## src/sv/cbfs_pkg.sv

```systemverilog
// ---------------------------------------------------------------------------
// cbfs_pkg
// shared types, command codes and helpers of the best-fit selector
// ---------------------------------------------------------------------------
package cbfs_pkg;

    localparam int SIDE_W  = 9;
    localparam int INDEX_W = 8;
    localparam int KEY_W   = SIDE_W + 1;
    localparam int TIE_W   = 2 * SIDE_W;

    // command codes
    localparam logic [2:0] MODE_WRITE     = 3'd0;
    localparam logic [2:0] MODE_FIRST     = 3'd1;
    localparam logic [2:0] MODE_MANHATTAN = 3'd2;
    localparam logic [2:0] MODE_SET       = 3'd3;
    localparam logic [2:0] MODE_CLEAR     = 3'd4;

    typedef struct packed {
        logic [2:0]         mode;
        logic [INDEX_W-1:0] entry_index;
        logic [SIDE_W-1:0]  rect_width;
        logic [SIDE_W-1:0]  rect_height;
        logic               is_square;
        logic               placed_value;
        logic [SIDE_W-1:0]  limit_width;
        logic [SIDE_W-1:0]  limit_height;
    } cmd_t;

    typedef struct packed {
        logic               found;
        logic [INDEX_W-1:0] chosen_index;
        logic [SIDE_W-1:0]  chosen_width;
        logic [SIDE_W-1:0]  chosen_height;
    } rsp_t;

    // contents of one table cell
    typedef struct packed {
        logic [SIDE_W-1:0] w;
        logic [SIDE_W-1:0] h;
        logic              square;
        logic              placed;
        logic              valid;
    } entry_t;

    // broadcast controls from the sequencer to every cell
    typedef struct packed {
        logic   shift;
        logic   write;
        logic   set_placed;
        logic   placed_value;
        logic   clear_placed;
        entry_t wdata;
    } cell_ctl_t;

    // clamp a side to the largest allowed value
    function automatic logic [SIDE_W-1:0] sat_side(logic [SIDE_W-1:0] x, int unsigned max_side);
        logic [31:0] xe;
        logic [31:0] me;
        xe = 32'(x);
        me = 32'(max_side);
        return (xe > me) ? me[SIDE_W-1:0] : x;
    endfunction

endpackage

```

## src/sv/cbfs_cell.sv

```systemverilog
// ---------------------------------------------------------------------------
// cbfs_cell
// one table entry; shifts to its neighbor while the ring rotates
// ---------------------------------------------------------------------------
module cbfs_cell (
    input  logic                clk,
    input  logic                rst_n,
    input  cbfs_pkg::cell_ctl_t ctl,
    input  logic                sel,
    input  cbfs_pkg::entry_t    nbr,
    output cbfs_pkg::entry_t    entry
);

    cbfs_pkg::entry_t entry_reg;
    cbfs_pkg::entry_t entry_next;

    // rotate, or apply a write or placed-mark update
    always_comb
    begin
        entry_next = entry_reg;
        if (ctl.shift)
        begin
            entry_next = nbr;
        end
        else
        begin
            if (ctl.write && sel)
            begin
                entry_next = ctl.wdata;
            end
            if (ctl.set_placed && sel)
            begin
                entry_next.placed = ctl.placed_value;
            end
            if (ctl.clear_placed)
            begin
                entry_next.placed = 1'b0;
            end
        end
    end

    always_ff @(posedge clk or negedge rst_n)
    begin
        if (!rst_n)
        begin
            entry_reg <= '0;
        end
        else
        begin
            entry_reg <= entry_next;
        end
    end

    assign entry = entry_reg;

endmodule

```

## config.mk

```make
export PLATFORM = sky130hd
export DESIGN_NAME = cbfs_cell
export DESIGN_NICKNAME = d
export VERILOG_FILES = /design/src/sv/cbfs_pkg.sv /design/src/sv/cbfs_cell.sv
export SDC_FILE = /design/constraint.sdc
export NUM_CORES = 1
export LEC_CHECK = 0
export ABC_AREA = 0
export BUFFER_PORTS_ARGS = -buffer_cell sky130_fd_sc_hd__buf_2
export CAP_MARGIN = 20
export CORE_MARGIN = 8
export CORE_UTILIZATION = 40
export CTS_CLUSTER_SIZE = 28
export DETAILED_ROUTE_END_ITERATION = 8
export PLACE_DENSITY_LB_ADDON = 0.3
export SYNTH_ARGS = -nofsm -noshare
export SYNTH_HDL_FRONTEND = slang
export SYNTH_SLANG_ARGS = --single-unit
```

## constraint.sdc

```tcl
create_clock -name clk -period 1.4 [get_ports clk]
set_clock_uncertainty 0.2 [all_clocks]
set_input_delay 0.07 -clock clk [delete_from_list [all_inputs] [get_ports clk]]
set_output_delay 0.07 -clock clk [all_outputs]
set_load 0.02 [all_outputs]
```

==> impl_metrics.json <==
{
  "outcome": "complete, no violations",
  "crit_required_ps": 1400,
  "slew_viol_final": 0,
  "p_total_mw": 1.54,
  "core_region_area_um2": 2520,
  "pwr-share-seq_pct": 46.3,
  "insertion_delay_ps": 300,
  "numCtsBuffers": 3,
  "layout_commonest_cell": "buf_2",
  "syn_to_final_growth_pct": 80.7,
  "wirelength_mm": 3.62,
  "finalCritPeriodShare_pct": 94.2,
  "grt_max_degree": 25,
  "fillers": 181,
  "rows": 18,
  "synth_area_um2": 1070,
  "max-cap-violations": 0,
  "h-tree-depth": 1,
  "drt_first_iter_violations": 49,
  "drive_above_1_share_pct": 41.2,
  "dieArea_um2": 4600,
  "vias": 1155,
  "fin_cells": 246,
  "synth_area_per_cell_um2": 11.2,
  "path_class": "primary input to flop",
  "yosysTopAreaCellShare_pct": 48.9,
  "worstPathMaxFanout": 13,
  "die_y_um": 67.8,
  "place_hpwl_mm": 2.30,
  "cp.arrival_ps": 1320,
  "drc_errors": 0,
  "ir_worst_vdd_uv": 846,
  "dp.cells": 193,
  "diodes": 0,
  "seq_area_frac_synth_pct": 48.9,
  "cellPowerDensity_nw_per_um2": 791,
  "viasPerCell": 4.70,
  "die_w_um": 67.8,
  "initial_core_util_pct": 42.6,
  "holdWs_ps": 52.6,
  "power_frac_clock_pct": 19.7,
  "ys_warn_count": 0,
  "synthCells": 96,
  "postRouteAntennaNets": 0,
  "final_hold_viol_count": 0,
  "cts_root_buf": "clkbuf_4",
  "path_clk_slew_ps": 120,
  "wl_per_cell_um": 14.7,
  "critPathLaunchType": "primary input",
  "ys_seq_elements": 21,
  "cts_tree": "yes",
  "crit_family": "buffers and inverters",
  "p_leak_nw": 0.981,
  "cpMaxStageDelayCell": "dlygate4sd3_1",
  "combinationalPowerShare_pct": 34.1,
  "hp-class": "primary input to asynchronous set/reset pin",
  "grt_pass1_vias": 1255,
  "grt_setup_unrepaired": "no",
  "internal-power_mw": 1.05,
  "swShare_pct": 31.9,
  "tightestPinTransition_ps": 468,
  "synth_nets": 146,
  "dr.pass1.iters": 4,
  "min_period_ps": 1320,
  "clockBufferDepth": 2,
  "io_buffers": 70,
  "antenna_found_initial": 0,
  "switching_power_mw": 0.490,
  "largest_reg_flops": 21,
  "max_stage_delay_ps": 520,
  "synth_top_area_cell": "dfrtp_1",
  "cts.sink_count": 21,
  "synth_cell_type_count": 12,
  "totalNegativeSetupSlack_ps": 0,
  "crit_path_end_kind": "flop",
  "nets": 267,
  "grt-ovfl-total": 0,
  "path_buf_inv": 3,
  "yosys-top-cells-area": "dfrtp_1 (49%), mux2i_1 (19%), o21ai_2 (8.1%)",
  "path_cells": "dlygate4sd3_1 > buf_2 > buf_6 > mux2i_1 > o21ai_1",
  "max_freq_mhz": 758,
  "setup_viol": 0,
  "pin_count": 71,
  "grt_pass1_wl_mm": 5.70,
  "relSlewSlack_pct": 68.8,
  "layout_common_cells": "buf_2 (70), dlygate4sd3_1 (49), nand2_1 (21), dfrtp_1 (21), mux2i_1 (20)",
  "place.gp.congestion": 0.753,
  "grt_usage_pct": 16.1
}
## worst paths after layout
check | cells past startpoint | end | start | slack (ps)
setup / recovery | 5 | entry[15] | ctl[25] | 80
hold / removal | 2 | entry[3] | rst_n | 50
setup reg to reg | 2 | entry[1] | entry[1] | 180
hold reg to reg | 2 | entry[10] | entry[10] | 290
max in group asynchronous | 2 | entry[13] | rst_n | 620
min in group clk | 2 | entry[10] | entry[10] | 290
## cell families after synthesis
kind of cell / share of synthesized area (%)
flip-flops: 48.9
AND/OR/NAND/NOR: 8.96
multiplexers: 18.6
buffers and inverters: 7.33
AO/OA/AOI/OAI: 16.2
## stage by stage
| stage | utilization, % | cell area [µm²] | setup slack (ps) |
|---|---|---|---|
| 2_1_floorplan | - | 1070 | 132 |
| 3_3_place_gp | 56.1 | 1410 | 230 |
| 3_5_place_dp | 56.1 | 1410 | 203 |
| 4_1_cts | 76.7 | 1930 | 61.5 |
| 5_1_grt | 77.0 | 1940 | 13.4 |
| 6_report | 77.0 | 1940 | 81.3 |
## power by group through the flow
stage	logic, mW	registers [mW]	clock network (mW)
final	0.523	0.710	0.302
after global routing	0.566	0.719	0.352
after CTS	0.522	0.710	0.317
after detailed placement	0.417	0.722	0
after global placement	0.405	0.717	0
after floorplan	0.162	0.808	0
## cell usage after synthesis
cell type and n:
buf_6 7, nand2_1 21, a21oi_4 1, nand3_1 1, dfrtp_1 21, o21ai_2 10, nor3_1 1, o32a_1 1
mux2i_1 20, a32o_1 1, o21ai_1 10, nor2_1 2
## layer usage
layer  wire length [µm]  share of wire, %  GRT usage [%]
met4                 55               1.5           6.14
met5                  0                 0              0
met3                223               6.2           4.41
met2               2070                57           30.9
met1               1270                35           15.9
## what timing repair did
item / CTS / global route
hold buffers: 49 / 0
gates resized for setup: 0 / 2
hold endpoints to repair: 42 / 0
endpoints found under the setup margin: 0 / 3
setup buffers: 0 / 0
## final cells by class
class | instances | area (µm²) | share of cell area, %
clock inverter | 1 | 7.51 | 0.387
clock buffer | 3 | 22.5 | 1.16
sequential | 21 | 526 | 27.1
timing repair buffer | 123 | 878 | 45.2
multi-input combinational | 68 | 470 | 24.2
tap | 30 | 37.5 | 1.93
Note: power is estimated with default switching activity, not from simulation.
