===== config.mk =====
export PLATFORM = sky130hd
export DESIGN_NAME = cbfs_eval
export DESIGN_NICKNAME = d
export VERILOG_FILES = /design/src/sv/cbfs_pkg.sv /design/src/sv/cbfs_eval.sv
export SDC_FILE = /design/constraint.sdc
export NUM_CORES = 1
export LEC_CHECK = 0
export BUFFER_PORTS_ARGS = -buffer_cell sky130_fd_sc_hd__buf_2
export CAP_MARGIN = 20
export CORE_UTILIZATION = 45
export CTS_CLUSTER_DIAMETER = 150
export DETAILED_ROUTE_END_ITERATION = 12
export PLACE_DENSITY = 0.6
export SYNTH_ARGS = -nofsm -noshare
export SYNTH_HDL_FRONTEND = slang
export SYNTH_SLANG_ARGS = --single-unit
export TNS_END_PERCENT = 100

===== constraint.sdc =====
create_clock -name clk -period 23.1 [get_ports clk]
set_input_delay 1.155 -clock clk [delete_from_list [all_inputs] [get_ports clk]]
set_output_delay 1.155 -clock clk [all_outputs]
set_load 0.02 [all_outputs]

===== src/sv/cbfs_pkg.sv =====
// ---------------------------------------------------------------------------
// cbfs_pkg
// shared types, command codes and helpers of the best-fit selector
// ---------------------------------------------------------------------------
package cbfs_pkg;

    localparam int SIDE_W  = 9;
    localparam int INDEX_W = 8;
    localparam int KEY_W   = SIDE_W + 1;
    localparam int TIE_W   = 2 * SIDE_W;

    // command codes
    localparam logic [2:0] MODE_WRITE     = 3'd0;
    localparam logic [2:0] MODE_FIRST     = 3'd1;
    localparam logic [2:0] MODE_MANHATTAN = 3'd2;
    localparam logic [2:0] MODE_SET       = 3'd3;
    localparam logic [2:0] MODE_CLEAR     = 3'd4;

    typedef struct packed {
        logic [2:0]         mode;
        logic [INDEX_W-1:0] entry_index;
        logic [SIDE_W-1:0]  rect_width;
        logic [SIDE_W-1:0]  rect_height;
        logic               is_square;
        logic               placed_value;
        logic [SIDE_W-1:0]  limit_width;
        logic [SIDE_W-1:0]  limit_height;
    } cmd_t;

    typedef struct packed {
        logic               found;
        logic [INDEX_W-1:0] chosen_index;
        logic [SIDE_W-1:0]  chosen_width;
        logic [SIDE_W-1:0]  chosen_height;
    } rsp_t;

    // contents of one table cell
    typedef struct packed {
        logic [SIDE_W-1:0] w;
        logic [SIDE_W-1:0] h;
        logic              square;
        logic              placed;
        logic              valid;
    } entry_t;

    // broadcast controls from the sequencer to every cell
    typedef struct packed {
        logic   shift;
        logic   write;
        logic   set_placed;
        logic   placed_value;
        logic   clear_placed;
        entry_t wdata;
    } cell_ctl_t;

    // clamp a side to the largest allowed value
    function automatic logic [SIDE_W-1:0] sat_side(logic [SIDE_W-1:0] x, int unsigned max_side);
        logic [31:0] xe;
        logic [31:0] me;
        xe = 32'(x);
        me = 32'(max_side);
        return (xe > me) ? me[SIDE_W-1:0] : x;
    endfunction

endpackage


===== src/sv/cbfs_eval.sv =====
// ---------------------------------------------------------------------------
// cbfs_eval
// scores the entry at the head of the ring and keeps the best so far
// ---------------------------------------------------------------------------
module cbfs_eval #(
    parameter int IDX_W = 8
) (
    input  logic                          clk,
    input  logic                          rst_n,
    input  logic                          start,
    input  logic                          step,
    input  logic [IDX_W-1:0]              step_idx,
    input  cbfs_pkg::entry_t              head,
    input  logic                          first_mode,
    input  logic [cbfs_pkg::SIDE_W-1:0]   lim_max,
    input  logic [cbfs_pkg::SIDE_W-1:0]   lim_min,
    output logic                          have,
    output logic [IDX_W-1:0]              best_idx,
    output logic [cbfs_pkg::SIDE_W-1:0]   best_w,
    output logic [cbfs_pkg::SIDE_W-1:0]   best_h
);

    localparam int SW = cbfs_pkg::SIDE_W;
    localparam int KW = cbfs_pkg::KEY_W;
    localparam int TW = cbfs_pkg::TIE_W;

    logic [SW-1:0]    e_max;
    logic [SW-1:0]    e_min;
    logic             e_elig;
    logic [KW-1:0]    e_key;
    logic [TW-1:0]    e_tie;

    logic             s1_v_reg;
    logic             s1_elig_reg;
    logic [KW-1:0]    s1_key_reg;
    logic [TW-1:0]    s1_tie_reg;
    logic [IDX_W-1:0] s1_idx_reg;
    logic [SW-1:0]    s1_w_reg;
    logic [SW-1:0]    s1_h_reg;

    logic             have_reg;
    logic [KW-1:0]    best_key_reg;
    logic [TW-1:0]    best_tie_reg;
    logic [IDX_W-1:0] best_idx_reg;
    logic [SW-1:0]    best_w_reg;
    logic [SW-1:0]    best_h_reg;
    logic             better;

    // fit test and score of the head entry
    always_comb
    begin
        e_max  = (head.w > head.h) ? head.w : head.h;
        e_min  = (head.w > head.h) ? head.h : head.w;
        e_elig = head.valid && !head.placed && (e_max <= lim_max) && (e_min <= lim_min);
        if (first_mode)
        begin
            e_key = KW'(e_max);
            e_tie = TW'(head.w) * TW'(head.h);
        end
        else
        begin
            e_key = KW'(head.w) + KW'(head.h);
            e_tie = TW'(head.square);
        end
    end

    // score stage
    always_ff @(posedge clk or negedge rst_n)
    begin
        if (!rst_n)
        begin
            s1_v_reg <= 1'b0;
        end
        else
        begin
            s1_v_reg <= step;
        end
    end

    always_ff @(posedge clk)
    begin
        s1_elig_reg <= e_elig;
        s1_key_reg  <= e_key;
        s1_tie_reg  <= e_tie;
        s1_idx_reg  <= step_idx;
        s1_w_reg    <= head.w;
        s1_h_reg    <= head.h;
    end

    // lower index wins a full tie since entries arrive in order
    assign better = !have_reg || (s1_key_reg > best_key_reg)
                    || ((s1_key_reg == best_key_reg) && (s1_tie_reg > best_tie_reg));

    always_ff @(posedge clk or negedge rst_n)
    begin
        if (!rst_n)
        begin
            have_reg <= 1'b0;
        end
        else if (start)
        begin
            have_reg <= 1'b0;
        end
        else if (s1_v_reg && s1_elig_reg && better)
        begin
            have_reg <= 1'b1;
        end
    end

    always_ff @(posedge clk)
    begin
        if (!start && s1_v_reg && s1_elig_reg && better)
        begin
            best_key_reg <= s1_key_reg;
            best_tie_reg <= s1_tie_reg;
            best_idx_reg <= s1_idx_reg;
            best_w_reg   <= s1_w_reg;
            best_h_reg   <= s1_h_reg;
        end
    end

    assign have     = have_reg;
    assign best_idx = best_idx_reg;
    assign best_w   = best_w_reg;
    assign best_h   = best_h_reg;

endmodule


==> impl_metrics.tcl <==
set metrics [dict create \
    startpoint "head[16]" \
    syn_avg_cell_area_sq_um 10.60 \
    fillCellCount 1474 \
    cts_tree "done" \
    cpPeakStageDelay_ps 530 \
    yosysMostFrequentCell "inv_1" \
    io_buffers 78 \
    wl_per_cell_um 16.00 \
    ys_types 50 \
    start_util 0.4672 \
    dieArea_sq_mm 0.01725 \
    p_leak_nw 4.070 \
    cp_cell_sequence "buf_2 > ha_1 > inv_1 > fa_1 > fa_1 > inv_1 > fa_1 > inv_1 > fa_1 > inv_1 > ha_1 > o21ai_0 > nand2b_1 > a31oi_1 > o311ai_0 > xnor2_1 > and2_1" \
    die_w_um 131.3 \
    fin_tns_setup_ps 0 \
    htreeDepth 3 \
    first_pass_iters 4 \
    grt-ovfl-total 0 \
    r2r-end "best_key_reg[4]" \
    hold_path_class "reg -> reg" \
    synth_seq_cells 111 \
    postCtsResizedCells 0 \
    cp_max_fo 13 \
    startpoint_type "input port" \
    diodes 0 \
    numCtsBuffers 9 \
    synth_flop_cell "dfxtp_1" \
    track_usage 0.1956 \
    fp-row-count 46 \
    drt_iter0_markers 226 \
    cts_setup_buffers 0 \
    setup_viol 0 \
    grt_first_pass_wirelength_mm 26.44 \
    synthTopCellsByArea "edfxtp_1 22%, ha_1 17%, dfxtp_1 15%" \
    boundaryPins 79 \
    critPathBufInv 5 \
    finalMaxSlewViolations 0 \
    clock.fmax_mhz 194.3 \
    yosys.area.top_type "edfxtp_1" \
    yosysWarningCount 0 \
    reg2reg_slack_ps 20460 \
    final-hold-violation-count 0 \
    holdCritStartpoint "s1_h_reg[5]" \
    clk_latency_ps 360 \
    drc 0 \
    clock_sinks 111 \
    viasPerCell 5.074 \
    place_congestion 0.8158 \
    outcome "finished, final reports clean" \
    cpLargestDelayFamily "adder cells" \
    grt_max_degree 55 \
    slowest_stage "fa_1" \
    core_sq_mm 0.01612 \
    ys_top_cells_by_count "133 x inv_1, 102 x ha_1, 55 x dfxtp_1" \
    drive_above_1_share 0.1557 \
    rr_startpoint "best_key_reg[7]" \
    vdd_drop_max_mv 0.04536 \
    ant_nets 0 \
    holdPathEnd "best_h[5]" \
    clock_path_buffers 2 \
    cap_viol_max_count 0 \
    antenna_found_initial 0 \
    worstHoldPathCells 0 \
    vias 5104 \
    powerDensity_mw_per_mm2 78.38 \
    syn-num-nets 915 \
    finClkSkew_ps 10.54 \
    synth_edf_count 54 \
    cp.arrival_ps 5390 \
    clock-root-buffer "clkbuf_16" \
    rsz0062_at_grt "no" \
    cts_hold_buf 0 \
    async_flop_share 0.01802 \
    worst_slew_margin_rel 0.5294 \
    syn-cell-area_sq_mm 0.007528 \
    synthCells 710 \
    crit_type "in -> reg" \
    drt_wl_total_mm 16.09 \
    die_h_um 131.3 \
    grt_pass1_vias 5251 \
    dpl_worst_slack_ps 17590 \
    worstMarginPinSlew_ps 705.8 \
    worst_ep_required_time_ps 23350 \
    min_period_ps 5148 \
    final_net_count 990 \
    period_share 0.2228 \
    yosysSeqAreaShare 0.3683 \
    r2r_cells 9 \
    yosys.area.top_type_share 0.2154 \
    place_hpwl_mm 12.54 \
    end_kind "flop" \
    worst_slack_ps 17950 \
    syn2layout_area_growth_pct 11.95 \
    path_clk_slew_ps 80 \
]
## placed cells by master, fill, tap and decap left out, types with 27 or more instances in the layout
cell,n
fa_1,51
edfxtp_1,54
inv_1,133
ha_1,102
nor2_1,27
and2_1,50
a21oi_1,29
nand2_1,39
dfxtp_1,55
buf_2,78
## power by group
part           total [mW]  leakage, nW  switching, mW  internal, mW
Sequential          0.239        0.975         0.0101         0.229
Clock               0.151        0.144         0.0751        0.0764
Combinational       0.270         2.95          0.153         0.117
Total               0.661         4.07          0.238         0.422
## cell families (layout without fill, tap and decap cells)
family	after synthesis	count (layout)	synth area share
buffers and inverters	150	230	0.07761
and+or+nand+nor	165	165	0.1147
adders and majority gates	153	153	0.3051
muxes	28	28	0.04105
DFF	111	111	0.3683
xor gates and xnor gates	18	18	0.02094
AOI/OAI and AO/OA	85	85	0.07230
## area by class of cell
| cell class | count | area, sq um | share of cell area |
|---|---|---|---|
| inverters | 134 | 503.0 | 0.05968 |
| clock inverters | 7 | 73.82 | 0.008759 |
| repair buffers | 80 | 405.4 | 0.04810 |
| clock buffers | 9 | 225.2 | 0.02672 |
| multi-input cells | 449 | 4178 | 0.4957 |
| well taps | 216 | 270.3 | 0.03207 |
| flip-flops and latches | 111 | 2773 | 0.3290 |
## worst register-to-register path, stage by stage, from the launching register on
cell and delay (ps):
edfxtp_1 330, inv_1 40, ha_1 280, nand4_1 120, nor2_1 160, nand4_1 230, a2111oi_0 510, buf_4 200
a2111oi_2 50, buf_4 360
## routing by layer
metal / global-route usage / vias up / wire length (um)
li1: - / 2497 / -
met1: 0.2753 / 2481 / 7573
met2: 0.3186 / 112 / 7628
met3: 0.02238 / 14 / 698
met4: 0.05426 / 0 / 191
met5: 0 / - / 0
## worst max path at each step
stage                           endpoint  slack (ps)  cells past startpoint
after global placement    s1_tie_reg[17]       17660                     16
after global routing      s1_tie_reg[17]       17570                     16
after detailed placement  s1_tie_reg[17]       17590                     16
final                     s1_tie_reg[17]       17950                     17
after floorplan                best_h[0]       12600                      2
after CTS                 s1_tie_reg[17]       17940                     16
## stage by stage
| stage | util | power [mW] | area (sq um) | hold WS [ps] | cells |
|---|---|---|---|---|---|
| 2_1_floorplan | - | 0.4465 | 7528 | 385.5 | 710 |
| 3_3_place_gp | 0.5044 | 0.5071 | 8129 | 386.9 | 990 |
| 3_5_place_dp | 0.5044 | 0.5123 | 8129 | 388.7 | 990 |
| 4_1_cts | 0.5230 | 0.6666 | 8428 | 403.8 | 1006 |
| 5_1_grt | 0.5230 | 0.7158 | 8428 | 411.9 | 1006 |
| 6_report | 0.5230 | 0.6606 | 8428 | 400.0 | 1006 |
Note: power is estimated with default switching activity, not from simulation.
